**src/hdl/cblru_pkg.sv**
```systemverilog
// shared constants and codes for the cost-budget lru cache
`timescale 1ns / 1ps
package cblru_pkg;
  localparam int SLOTS_DEF = 16;
  localparam int BUDGET_W = 36;
  localparam int WORD_W = 32;
  localparam int STATUS_W = 3;
  localparam int EVCNT_W = 5;
  localparam int MODE_W = 2;
  localparam logic [BUDGET_W-1:0] BUDGET_RESET = 36'd536870912;
  localparam logic [EVCNT_W-1:0] EVCNT_MAX = 5'd31;

  // mode codes
  localparam logic [MODE_W-1:0] MODE_ACCESS = 2'd0;
  localparam logic [MODE_W-1:0] MODE_REMOVE = 2'd1;

  // status codes
  localparam logic [STATUS_W-1:0] ST_HIT      = 3'd0;
  localparam logic [STATUS_W-1:0] ST_INSERTED = 3'd1;
  localparam logic [STATUS_W-1:0] ST_STALE    = 3'd2;
  localparam logic [STATUS_W-1:0] ST_COSTLY   = 3'd3;
  localparam logic [STATUS_W-1:0] ST_REMOVED  = 3'd4;
  localparam logic [STATUS_W-1:0] ST_ABSENT   = 3'd5;
  localparam logic [STATUS_W-1:0] ST_TRIMMED  = 3'd6;
endpackage

```
**src/hdl/cblru_if.sv**
```systemverilog
// channel interfaces for request, result and budget words
`timescale 1ns / 1ps
interface cblru_in_if;
  logic valid;
  logic ready;
  logic [cblru_pkg::MODE_W-1:0] mode;
  logic [cblru_pkg::WORD_W-1:0] key;
  logic [cblru_pkg::WORD_W-1:0] size_bytes;
  logic [cblru_pkg::WORD_W-1:0] stamp;
  modport source (output valid, mode, key, size_bytes, stamp, input ready);
  modport sink (input valid, mode, key, size_bytes, stamp, output ready);
endinterface

interface cblru_out_if;
  logic valid;
  logic ready;
  logic [cblru_pkg::STATUS_W-1:0] status;
  logic [cblru_pkg::EVCNT_W-1:0] evicted_count;
  logic [cblru_pkg::BUDGET_W-1:0] total_bytes;
  modport source (output valid, status, evicted_count, total_bytes, input ready);
  modport sink (input valid, status, evicted_count, total_bytes, output ready);
endinterface

interface cblru_cfg_if;
  logic valid;
  logic ready;
  logic [cblru_pkg::BUDGET_W-1:0] data;
  modport source (output valid, data, input ready);
  modport sink (input valid, data, output ready);
endinterface

```
**src/hdl/cblru_ram.sv**
```systemverilog
// generic ram, one write port and one registered read port
`timescale 1ns / 1ps
module cblru_ram #(
  parameter int WIDTH = 8,
  parameter int DEPTH = 16
) (
  input  logic                     clk,
  input  logic                     we,
  input  logic [$clog2(DEPTH)-1:0] waddr,
  input  logic [WIDTH-1:0]         wdata,
  input  logic [$clog2(DEPTH)-1:0] raddr,
  output logic [WIDTH-1:0]         rdata
);
  logic [WIDTH-1:0] mem [DEPTH];

  always_ff @(posedge clk) begin
    if (we) begin
      mem[waddr] <= wdata;
    end
    rdata <= mem[raddr];
  end
endmodule

```
**src/hdl/cost_budget_lru_cache_core.sv**
```systemverilog
// LRU cache with byte budget: one request, one result word.
// A request passes through an accept step, the key lookup walking the entry
// ram one slot a cycle (stopping at the first match), a decide step and, for
// an insert, an insert step and a budget check, then a result step; a trim
// request (top mode bit set) goes from accept straight to the budget check.
// Each eviction to meet the budget adds a victim cost read, a drop and a
// budget recheck, since it reads the victim's cost from the ram; making room
// in a full cache adds a cost read and a drop. Recency ranks and valid bits
// live in flip-flops and are updated for all slots at once. The next request
// is taken while the previous result still waits on the output register. Budget
// writes are taken at any time but must only be made while the cache is idle.
`timescale 1ns / 1ps
module cost_budget_lru_cache_core #(
  parameter int SLOTS = cblru_pkg::SLOTS_DEF
) (
  input  logic clk,
  input  logic rst_n,
  cblru_in_if.sink    in_ch,
  cblru_out_if.source out_ch,
  cblru_cfg_if.sink   cfg_ch
);
  localparam int IW = (SLOTS > 1) ? $clog2(SLOTS) : 1;
  localparam int CW = $clog2(SLOTS + 1);
  localparam int TW = cblru_pkg::BUDGET_W + 1;
  localparam int WW = cblru_pkg::WORD_W;
  localparam int DW = 3 * WW;

  typedef enum logic [2:0] {
    S_IDLE, S_SCAN, S_DECIDE, S_INSERT, S_EVICT, S_EV_RD, S_EV_DO, S_DONE
  } state_t;

  state_t state_r;
  logic [cblru_pkg::BUDGET_W-1:0] budget_r;
  logic [cblru_pkg::MODE_W-1:0] mode_r;
  logic [WW-1:0] key_r, cost_r, stamp_r;
  logic [IW-1:0] idx_r, chk_idx_r, s_r, ev_s_r;
  logic chk_v_r, found_r, full_r;
  logic [WW-1:0] s_stamp_r, s_cost_r;
  logic [cblru_pkg::STATUS_W-1:0] status_r;
  logic [cblru_pkg::EVCNT_W-1:0] evcnt_r;
  logic [SLOTS-1:0] valid_r, valid_nxt;
  logic [IW-1:0] age_r [SLOTS];
  logic [IW-1:0] age_nxt [SLOTS];
  logic [CW-1:0] count_r, count_nxt;
  logic [TW-1:0] total_r, total_nxt;
  logic out_valid_r;
  logic [cblru_pkg::STATUS_W-1:0] out_status_r;
  logic [cblru_pkg::EVCNT_W-1:0] out_evcnt_r;
  logic [cblru_pkg::BUDGET_W-1:0] out_total_r;
  logic out_load;

  // ram and its ports
  logic we;
  logic [IW-1:0] waddr, raddr;
  logic [DW-1:0] wdata, rdata;
  logic [WW-1:0] rd_key, rd_stamp, rd_cost;

  // slot update controls
  logic drop_en, recent_en, ins_en;
  logic [IW-1:0] drop_idx;
  logic [WW-1:0] drop_cost;
  logic [IW-1:0] free_idx, old_idx;
  logic [IW-1:0] oldest_age;

  cblru_ram #(.WIDTH(DW), .DEPTH(SLOTS)) u_ram (
    .clk(clk), .we(we), .waddr(waddr), .wdata(wdata), .raddr(raddr), .rdata(rdata)
  );

  assign rd_key = rdata[DW-1 -: WW];
  assign rd_stamp = rdata[2*WW-1 -: WW];
  assign rd_cost = rdata[WW-1:0];

  assign in_ch.ready = (state_r == S_IDLE);
  assign cfg_ch.ready = 1'b1;
  assign out_ch.valid = out_valid_r;
  assign out_ch.status = out_status_r;
  assign out_ch.evicted_count = out_evcnt_r;
  assign out_ch.total_bytes = out_total_r;

  // result register takes a new word
  assign out_load = (state_r == S_DONE) && (!out_valid_r || out_ch.ready);

  // first free slot and least recent slot
  assign oldest_age = IW'(count_r - CW'(1));
  always_comb begin
    free_idx = '0;
    old_idx = '0;
    for (int i = SLOTS - 1; i >= 0; i--) begin
      if (!valid_r[i]) begin
        free_idx = IW'(i);
      end
      if (valid_r[i] && age_r[i] == oldest_age) begin
        old_idx = IW'(i);
      end
    end
  end

  // ram access per state
  assign raddr = (state_r == S_EV_RD) ? old_idx : idx_r;
  assign we = (state_r == S_INSERT);
  assign waddr = free_idx;
  assign wdata = {key_r, stamp_r, cost_r};

  // which slot operation runs this cycle
  always_comb begin
    drop_en = 1'b0;
    recent_en = 1'b0;
    ins_en = 1'b0;
    drop_idx = s_r;
    drop_cost = s_cost_r;
    unique case (state_r)
      S_DECIDE: begin
        if (found_r) begin
          if (mode_r == cblru_pkg::MODE_ACCESS && s_stamp_r >= stamp_r) begin
            recent_en = 1'b1;
          end else begin
            drop_en = 1'b1;
          end
        end
      end
      S_INSERT: ins_en = 1'b1;
      S_EV_DO: begin
        drop_en = 1'b1;
        drop_idx = ev_s_r;
        drop_cost = rd_cost;
      end
      default: ;
    endcase
  end

  // next ranks, valid bits, count and total
  always_comb begin
    valid_nxt = valid_r;
    count_nxt = count_r;
    total_nxt = total_r;
    for (int i = 0; i < SLOTS; i++) begin
      age_nxt[i] = age_r[i];
    end
    if (drop_en) begin
      total_nxt = (total_r >= TW'(drop_cost)) ? total_r - TW'(drop_cost) : '0;
      for (int i = 0; i < SLOTS; i++) begin
        if (valid_r[i] && IW'(i) != drop_idx && age_r[i] > age_r[drop_idx]) begin
          age_nxt[i] = age_r[i] - IW'(1);
        end
      end
      valid_nxt[drop_idx] = 1'b0;
      count_nxt = count_r - CW'(1);
    end else if (recent_en) begin
      for (int i = 0; i < SLOTS; i++) begin
        if (valid_r[i] && IW'(i) != s_r && age_r[i] < age_r[s_r]) begin
          age_nxt[i] = age_r[i] + IW'(1);
        end
      end
      age_nxt[s_r] = '0;
    end else if (ins_en) begin
      for (int i = 0; i < SLOTS; i++) begin
        if (valid_r[i]) begin
          age_nxt[i] = age_r[i] + IW'(1);
        end
      end
      age_nxt[free_idx] = '0;
      valid_nxt[free_idx] = 1'b1;
      count_nxt = count_r + CW'(1);
      total_nxt = total_r + TW'(cost_r);
    end
  end

  // slot state registers
  always_ff @(posedge clk) begin
    if (!rst_n) begin
      valid_r <= '0;
      count_r <= '0;
      total_r <= '0;
      budget_r <= cblru_pkg::BUDGET_RESET;
    end else begin
      valid_r <= valid_nxt;
      count_r <= count_nxt;
      total_r <= total_nxt;
      if (cfg_ch.valid) begin
        budget_r <= cfg_ch.data;
      end
    end
  end

  always_ff @(posedge clk) begin
    for (int i = 0; i < SLOTS; i++) begin
      age_r[i] <= age_nxt[i];
    end
  end

  // sequencer with result register
  always_ff @(posedge clk) begin
    if (!rst_n) begin
      state_r <= S_IDLE;
      out_valid_r <= 1'b0;
      chk_v_r <= 1'b0;
      full_r <= 1'b0;
    end else begin
      if (out_load) begin
        out_valid_r <= 1'b1;
      end else if (out_valid_r && out_ch.ready) begin
        out_valid_r <= 1'b0;
      end
      unique case (state_r)
        S_IDLE: begin
          if (in_ch.valid) begin
            mode_r <= in_ch.mode;
            key_r <= in_ch.key;
            cost_r <= (in_ch.size_bytes == '0) ? WW'(1) : in_ch.size_bytes;
            stamp_r <= in_ch.stamp;
            idx_r <= '0;
            chk_v_r <= 1'b0;
            found_r <= 1'b0;
            full_r <= 1'b0;
            evcnt_r <= '0;
            if (in_ch.mode[1]) begin
              status_r <= cblru_pkg::ST_TRIMMED;
              state_r <= S_EVICT;
            end else begin
              state_r <= S_SCAN;
            end
          end
        end
        S_SCAN: begin
          idx_r <= idx_r + IW'(1);
          chk_idx_r <= idx_r;
          if (chk_v_r && valid_r[chk_idx_r] && rd_key == key_r) begin
            found_r <= 1'b1;
            s_r <= chk_idx_r;
            s_stamp_r <= rd_stamp;
            s_cost_r <= rd_cost;
            chk_v_r <= 1'b0;
            state_r <= S_DECIDE;
          end else if (chk_v_r && chk_idx_r == IW'(SLOTS - 1)) begin
            chk_v_r <= 1'b0;
            state_r <= S_DECIDE;
          end else begin
            chk_v_r <= 1'b1;
          end
        end
        S_DECIDE: begin
          if (mode_r == cblru_pkg::MODE_REMOVE) begin
            status_r <= found_r ? cblru_pkg::ST_REMOVED : cblru_pkg::ST_ABSENT;
            state_r <= S_DONE;
          end else if (found_r && s_stamp_r >= stamp_r) begin
            status_r <= cblru_pkg::ST_HIT;
            state_r <= S_DONE;
          end else begin
            if ({4'b0, cost_r} > budget_r) begin
              status_r <= cblru_pkg::ST_COSTLY;
              state_r <= S_DONE;
            end else begin
              status_r <= found_r ? cblru_pkg::ST_STALE : cblru_pkg::ST_INSERTED;
              if (!found_r && count_r == CW'(SLOTS)) begin
                full_r <= 1'b1;
                state_r <= S_EV_RD;
              end else begin
                state_r <= S_INSERT;
              end
            end
          end
        end
        S_INSERT: state_r <= S_EVICT;
        S_EVICT: begin
          if (total_r > TW'(budget_r) && count_r != '0) begin
            state_r <= S_EV_RD;
          end else begin
            state_r <= S_DONE;
          end
        end
        S_EV_RD: begin
          ev_s_r <= old_idx;
          state_r <= S_EV_DO;
        end
        S_EV_DO: begin
          if (evcnt_r != cblru_pkg::EVCNT_MAX) begin
            evcnt_r <= evcnt_r + cblru_pkg::EVCNT_W'(1);
          end
          if (full_r) begin
            full_r <= 1'b0;
            state_r <= S_INSERT;
          end else begin
            state_r <= S_EVICT;
          end
        end
        S_DONE: begin
          if (out_load) begin
            out_status_r <= status_r;
            out_evcnt_r <= evcnt_r;
            out_total_r <= total_r[cblru_pkg::BUDGET_W-1:0];
            state_r <= S_IDLE;
          end
        end
        default: state_r <= S_IDLE;
      endcase
    end
  end

`ifndef SYNTH
  // fill count tracks the valid bits
  a_count: assert property (@(posedge clk) disable iff (!rst_n)
    count_r == CW'($countones(valid_r)))
    else $error("fill count out of step with valid bits");

  // every eviction drop follows its cost read
  a_evseq: assert property (@(posedge clk) disable iff (!rst_n)
    state_r == S_EV_DO |-> $past(state_r) == S_EV_RD)
    else $error("eviction without cost read");

  // a new result carries the running total
  a_total: assert property (@(posedge clk) disable iff (!rst_n)
    $rose(out_valid_r) |-> out_total_r == total_r[cblru_pkg::BUDGET_W-1:0])
    else $error("result total differs from running total");
`endif
endmodule
```
**src/flat_wrapper.sv**
```systemverilog
// flat-port wrapper written by rule: the top's interface ports become plain ports
module cost_budget_lru_cache_core_flat 
#(
  parameter int SLOTS = cblru_pkg::SLOTS_DEF
)
  (clk, rst_n, in_ch_valid, in_ch_mode, in_ch_key, in_ch_size_bytes, in_ch_stamp, in_ch_ready, out_ch_valid, out_ch_status, out_ch_evicted_count, out_ch_total_bytes, out_ch_ready, cfg_ch_valid, cfg_ch_data, cfg_ch_ready);
  cblru_in_if in_ch_i ();
  cblru_out_if out_ch_i ();
  cblru_cfg_if cfg_ch_i ();
  input  logic clk;
  input  logic rst_n;
  input wire logic [$bits(in_ch_i.valid)-1:0] in_ch_valid;
  input wire logic [$bits(in_ch_i.mode)-1:0] in_ch_mode;
  input wire logic [$bits(in_ch_i.key)-1:0] in_ch_key;
  input wire logic [$bits(in_ch_i.size_bytes)-1:0] in_ch_size_bytes;
  input wire logic [$bits(in_ch_i.stamp)-1:0] in_ch_stamp;
  output wire logic [$bits(in_ch_i.ready)-1:0] in_ch_ready;
  output wire logic [$bits(out_ch_i.valid)-1:0] out_ch_valid;
  output wire logic [$bits(out_ch_i.status)-1:0] out_ch_status;
  output wire logic [$bits(out_ch_i.evicted_count)-1:0] out_ch_evicted_count;
  output wire logic [$bits(out_ch_i.total_bytes)-1:0] out_ch_total_bytes;
  input wire logic [$bits(out_ch_i.ready)-1:0] out_ch_ready;
  input wire logic [$bits(cfg_ch_i.valid)-1:0] cfg_ch_valid;
  input wire logic [$bits(cfg_ch_i.data)-1:0] cfg_ch_data;
  output wire logic [$bits(cfg_ch_i.ready)-1:0] cfg_ch_ready;
  assign in_ch_i.valid = in_ch_valid;
  assign in_ch_i.mode = in_ch_mode;
  assign in_ch_i.key = in_ch_key;
  assign in_ch_i.size_bytes = in_ch_size_bytes;
  assign in_ch_i.stamp = in_ch_stamp;
  assign in_ch_ready = in_ch_i.ready;
  assign out_ch_valid = out_ch_i.valid;
  assign out_ch_status = out_ch_i.status;
  assign out_ch_evicted_count = out_ch_i.evicted_count;
  assign out_ch_total_bytes = out_ch_i.total_bytes;
  assign out_ch_i.ready = out_ch_ready;
  assign cfg_ch_i.valid = cfg_ch_valid;
  assign cfg_ch_i.data = cfg_ch_data;
  assign cfg_ch_ready = cfg_ch_i.ready;
  cost_budget_lru_cache_core #(.SLOTS(SLOTS)) u_core (.clk(clk), .rst_n(rst_n), .in_ch(in_ch_i), .out_ch(out_ch_i), .cfg_ch(cfg_ch_i));
endmodule
```
**config.mk**
```make
export PLATFORM = sky130hd
export DESIGN_NAME = cost_budget_lru_cache_core_flat
export DESIGN_NICKNAME = d
export VERILOG_FILES = /design/src/hdl/cblru_pkg.sv /design/src/hdl/cblru_if.sv /design/src/hdl/cblru_ram.sv /design/src/hdl/cost_budget_lru_cache_core.sv /design/src/flat_wrapper.sv
export SDC_FILE = /design/constraint.sdc
export NUM_CORES = 2
export LEC_CHECK = 0
export BUFFER_PORTS_ARGS = -buffer_cell sky130_fd_sc_hd__buf_2
export CAP_MARGIN = 20
export CORE_UTILIZATION = 50
export DETAILED_ROUTE_END_ITERATION = 12
export HOLD_SLACK_MARGIN = 0.15
export PLACE_DENSITY = 0.66
export SLEW_MARGIN = 20
export SYNTH_ARGS = -nofsm -noshare
export SYNTH_HDL_FRONTEND = slang
export SYNTH_SLANG_ARGS = --single-unit
export TNS_END_PERCENT = 20
```
**constraint.sdc**
```tcl
create_clock -name clk -period 9.8 [get_ports clk]
set_input_delay 1.96 -clock clk [delete_from_list [all_inputs] [get_ports clk]]
set_output_delay 1.96 -clock clk [all_outputs]
set_load 0.02 [all_outputs]
```
==> run_results.csv <==
group,metric,value,unit
final_layout,regArea,58990,um^2
cts,clk_path_buf_depth,3,
global_routing,grt_max_degree,141,
cts,cts.sinks,2031,
cts,postCtsHoldBufs,0,
sta,final.period_utilization,0.6401,
floorplan,initial_utilization,0.5040,
cts,cts_tree,"done",
synth,async_flop_share,0,
setup_path,cp-end-kind,"register",
sta,setup_tns,0,ps
sta,setup_slack,3527,ps
routing,wl,289500,um
place,io_buffers,184,
routing,vias,63920,
synth,yosys_warnings,0,
synth,synthCells,6955,
synth,synthAdderAreaFrac,0.04136,
routing,drtIter0Drc,7777,
place,place.gp.congestion,0.9248,
routing,postRouteAntennaNets,0,
setup_path,r2r_cells,13,
floorplan,die_x,440.1,um
cts,ctsResizeCount,0,
pwr,power_density,231.6,nW/um^2
synth,avgSynthCellArea,13.80,um^2
synth,synth_ff_type,"edfxtp_1",
setup_path,cp_top_family,"simple AND/OR/NAND/NOR gates",
cts,cts-root-buf,"clkbuf_16",
synth,synthMuxAreaShare,0.1058,
final_layout,stdcell_area,106000,um^2
pwr,p_seq_frac,0.443,
sta,finalHoldViolCount,0,
routing,first_pass_iters,5,
pwr,leakage,37.94,nW
sta,tightestPinTransition,1136,ps
cts,clkLatencyLatePin,870,ps
floorplan,pin_count,186,
synth,synth_edf_count,1831,
place,place_area,99250,um^2
setup_path,path_max_fanout,93,
synth,synth_top_family_by_area,"compound AO/OA/AOI/OAI gates",
pwr,ir_drop,0.0002177,V
flow_run,drv_cap,0,
worst_hold_path,min-delay-start,"u_core.u_ram.rdata[34]",
synth,netlist_area,95950,um^2
floorplan,dieArea,193700,um^2
sta,slew_violations,0,
pwr,p_sw_frac,0.3094,
floorplan,core,190400,um^2
final_layout,final_common_cell,"edfxtp_1",
synth,synth_seq_area_share,0.6148,
worst_hold_path,whs_path_depth,0,
setup_path,r2r_end,"u_core.u_ram.rdata[77]",
synth,synth_nets,7410,
setup_path,worstSetupStartpointType,"register",
synth,synthSimpleGateAreaFrac,0.07213,
outcome,status,"finished, final reports clean",
floorplan,rows,160,
floorplan,die_h,440.1,um
sta,relSlewSlack,0.2355,
setup_path,path_buf_inv,3,
pwr,p_int,16.95,mW
setup_path,worstPathRequired,10530,ps
pwr,combPwrFrac,0.238,
routing,drt-vias-per-instance,6.603,
sta,clock_skew,54.80,ps
global_routing,grt_pass1_wl,418400,um
final_layout,syn_to_final_growth,10.45,%
global_routing,overflow,0,
synth,synth_xor_area_frac,0.01878,
place,place_ws,3545,ps
synth,synth_cell_types,94,
setup_path,reg2reg_from,"u_core.count_r[1]",
cts,cts-htree-levels,4,
setup_path,cp.arrival,7000,ps
sta,rsz0062_at_grt,"no",
setup_path,worst_path_max_delay_cell,"ha_1",
worst_hold_path,min_path_type,"reg -> reg",
setup_path,worstSetupPathType,"reg -> reg",
synth,synth_compound_area_frac,0.1194,
setup_path,slowest_delay,840,ps
cts,postCtsSetupBuffers,0,
cts,path_clk_slew,60,ps
final_layout,final_nets,7440,
routing,drc_errors,0,
routing,drt-wirelength-per-cell,29.90,um
sta,fmax,159.4,MHz
final_layout,layout_common_cells,"edfxtp_1 (1831), mux2i_1 (459), nand2_1 (437)",
cts,numCtsBuffers,204,
setup_path,path_cells,"inv_1 -> ha_1 -> xor3_1 -> nor4_1 -> a32o_1 -> a211oi_1 -> o21ba_2 -> o21ai_4 -> buf_12 -> or3_4 -> buf_4 -> a21oi_1 -> or4_1",
final_layout,multi_input_area,34560,um^2
final_layout,nFillCells,15054,
pwr,p_sw,7.594,mW
final_layout,drive_gt1_frac,0.1369,
sta,period_minus_slack,6273,ps
pwr,p_clk_frac,0.319,
pwr,power.total,24.54,mW
sta,finalSetupViolCount,0,
synth,synth-seq-cells,2031,
place,dp_hpwl,165000,um
worst_hold_path,hold_end,"u_core.s_stamp_r[2]",
global_routing,antenna_found_initial,7,
global_routing,grt_usage,0.2934,
setup_path,r2r_slack,3530,ps
global_routing,grt_pass1_vias,62160,
==> cell type report <==
type | instances | area share
sequential | 2031 | 0.5566
multi-input combinational | 4282 | 0.3261
clock buffer | 301 | 0.05486
tap | 2511 | 0.02965
timing repair buffer | 297 | 0.01776
clock inverter | 87 | 0.008406
inverter | 169 | 0.006564
antenna | 3 | 0.00007084
==> worst max path at each step <==
| stage | start | depth (start not counted) | slack [ps] | to |
|---|---|---|---|---|
| final | u_core.count_r[1] | 13 | 3530 | u_core.u_ram.rdata[77] |
| after floorplan | u_core.valid_r[15] | 8 | 1080 | u_core.u_ram.mem[8][0] |
| after global routing | u_core.state_r[1] | 19 | 3230 | u_core.total_r[34] |
| after global placement | u_core.count_r[1] | 13 | 3670 | u_core.u_ram.rdata[76] |
| after CTS | u_core.state_r[1] | 17 | 3550 | u_core.total_r[29] |
| after detailed placement | u_core.state_r[1] | 17 | 3550 | u_core.total_r[29] |
==> metrics by stage <==
stage | instances | utilization | hold WS [ps]
floorplan | 6955 | - | 385.5
global placement | 9289 | 0.5213 | 386.7
detailed placement | 9289 | 0.5213 | 389.5
CTS | 9677 | 0.5565 | 400.7
global route | 9679 | 0.5566 | 411.9
finish | 9681 | 0.5567 | 401.0
==> power groups by stage <==
stage	Clock (mW)	Combinational, mW	Sequential, mW
after floorplan	0	4.22	10.7
after global placement	0	5.67	11.0
after detailed placement	0	5.78	11.0
after CTS	7.89	5.81	10.8
after global routing	8.20	6.28	10.9
final	7.82	5.85	10.9
==> logic make-up after synthesis <==
family	count (synthesis)
flip-flops	2031
AO/OA/AOI/OAI	1690
AND/OR/NAND/NOR	1394
multiplexers	720
buffers and inverters	642
adder cells (fa/ha/maj)	316
XOR/XNOR	161
other	1
==> sequential cells by signal, summed over array words and instances, names as in the netlist, 5 cells and up, named ones only <==
register,cells
u_core.s_stamp_r,32
u_core.count_r,5
u_core.evcnt_r,5
u_core.out_ch.evicted_count,5
u_core.stamp_r,32
u_core.budget_r,36
u_core.key_r,32
u_core.out_ch.total_bytes,36
u_core.s_cost_r,32
u_core.total_r,37
u_core.u_ram.mem,1536
u_core.age_r,64
u_core.valid_r,16
u_core.cost_r,32
u_core.u_ram.rdata,96
==> cells in the mapped netlist (all sizes together) (23+ instances only) <==
master	number	area (um^2)
o221ai	94	829.5
edfxtp	1831	54980
xor2	63	551.8
mux2	26	292.8
o211ai	94	705.7
xnor3	23	518.0
xnor2	70	613.1
o22ai	160	1001
nand3	91	465.5
a31oi	55	359.1
o22a	65	569.3
and2	28	175.2
nand2b	65	406.6
a211oi	139	1044
buf	155	827.1
inv	169	634.4
or3	85	531.8
o21ai	265	1326
a22oi	31	232.7
nand2	439	1648
or2	73	456.7
a21o	131	983.4
a21oi	383	1921
mux4	233	5248
nor2	278	1044
and3	40	250.2
nor4	41	262.8
clkbuf	318	1194
nand4	55	344.1
mux2i	461	4614
or4	68	510.5
o211a	69	690.7
dfxtp	200	4004
a211o	28	245.2
ha	314	3929
nor2b	37	231.5
nor3	62	321.6
==> per-layer routing <==
metal	routed length [um]	track usage	up-vias
li1	-	-	27478
met1	117900	0.4056	32424
met2	133900	0.4609	3450
met3	25280	0.04812	568
met4	12400	0.1225	0
met5	0	0	-
No activity file was read; power rests on OpenSTA's default activity.
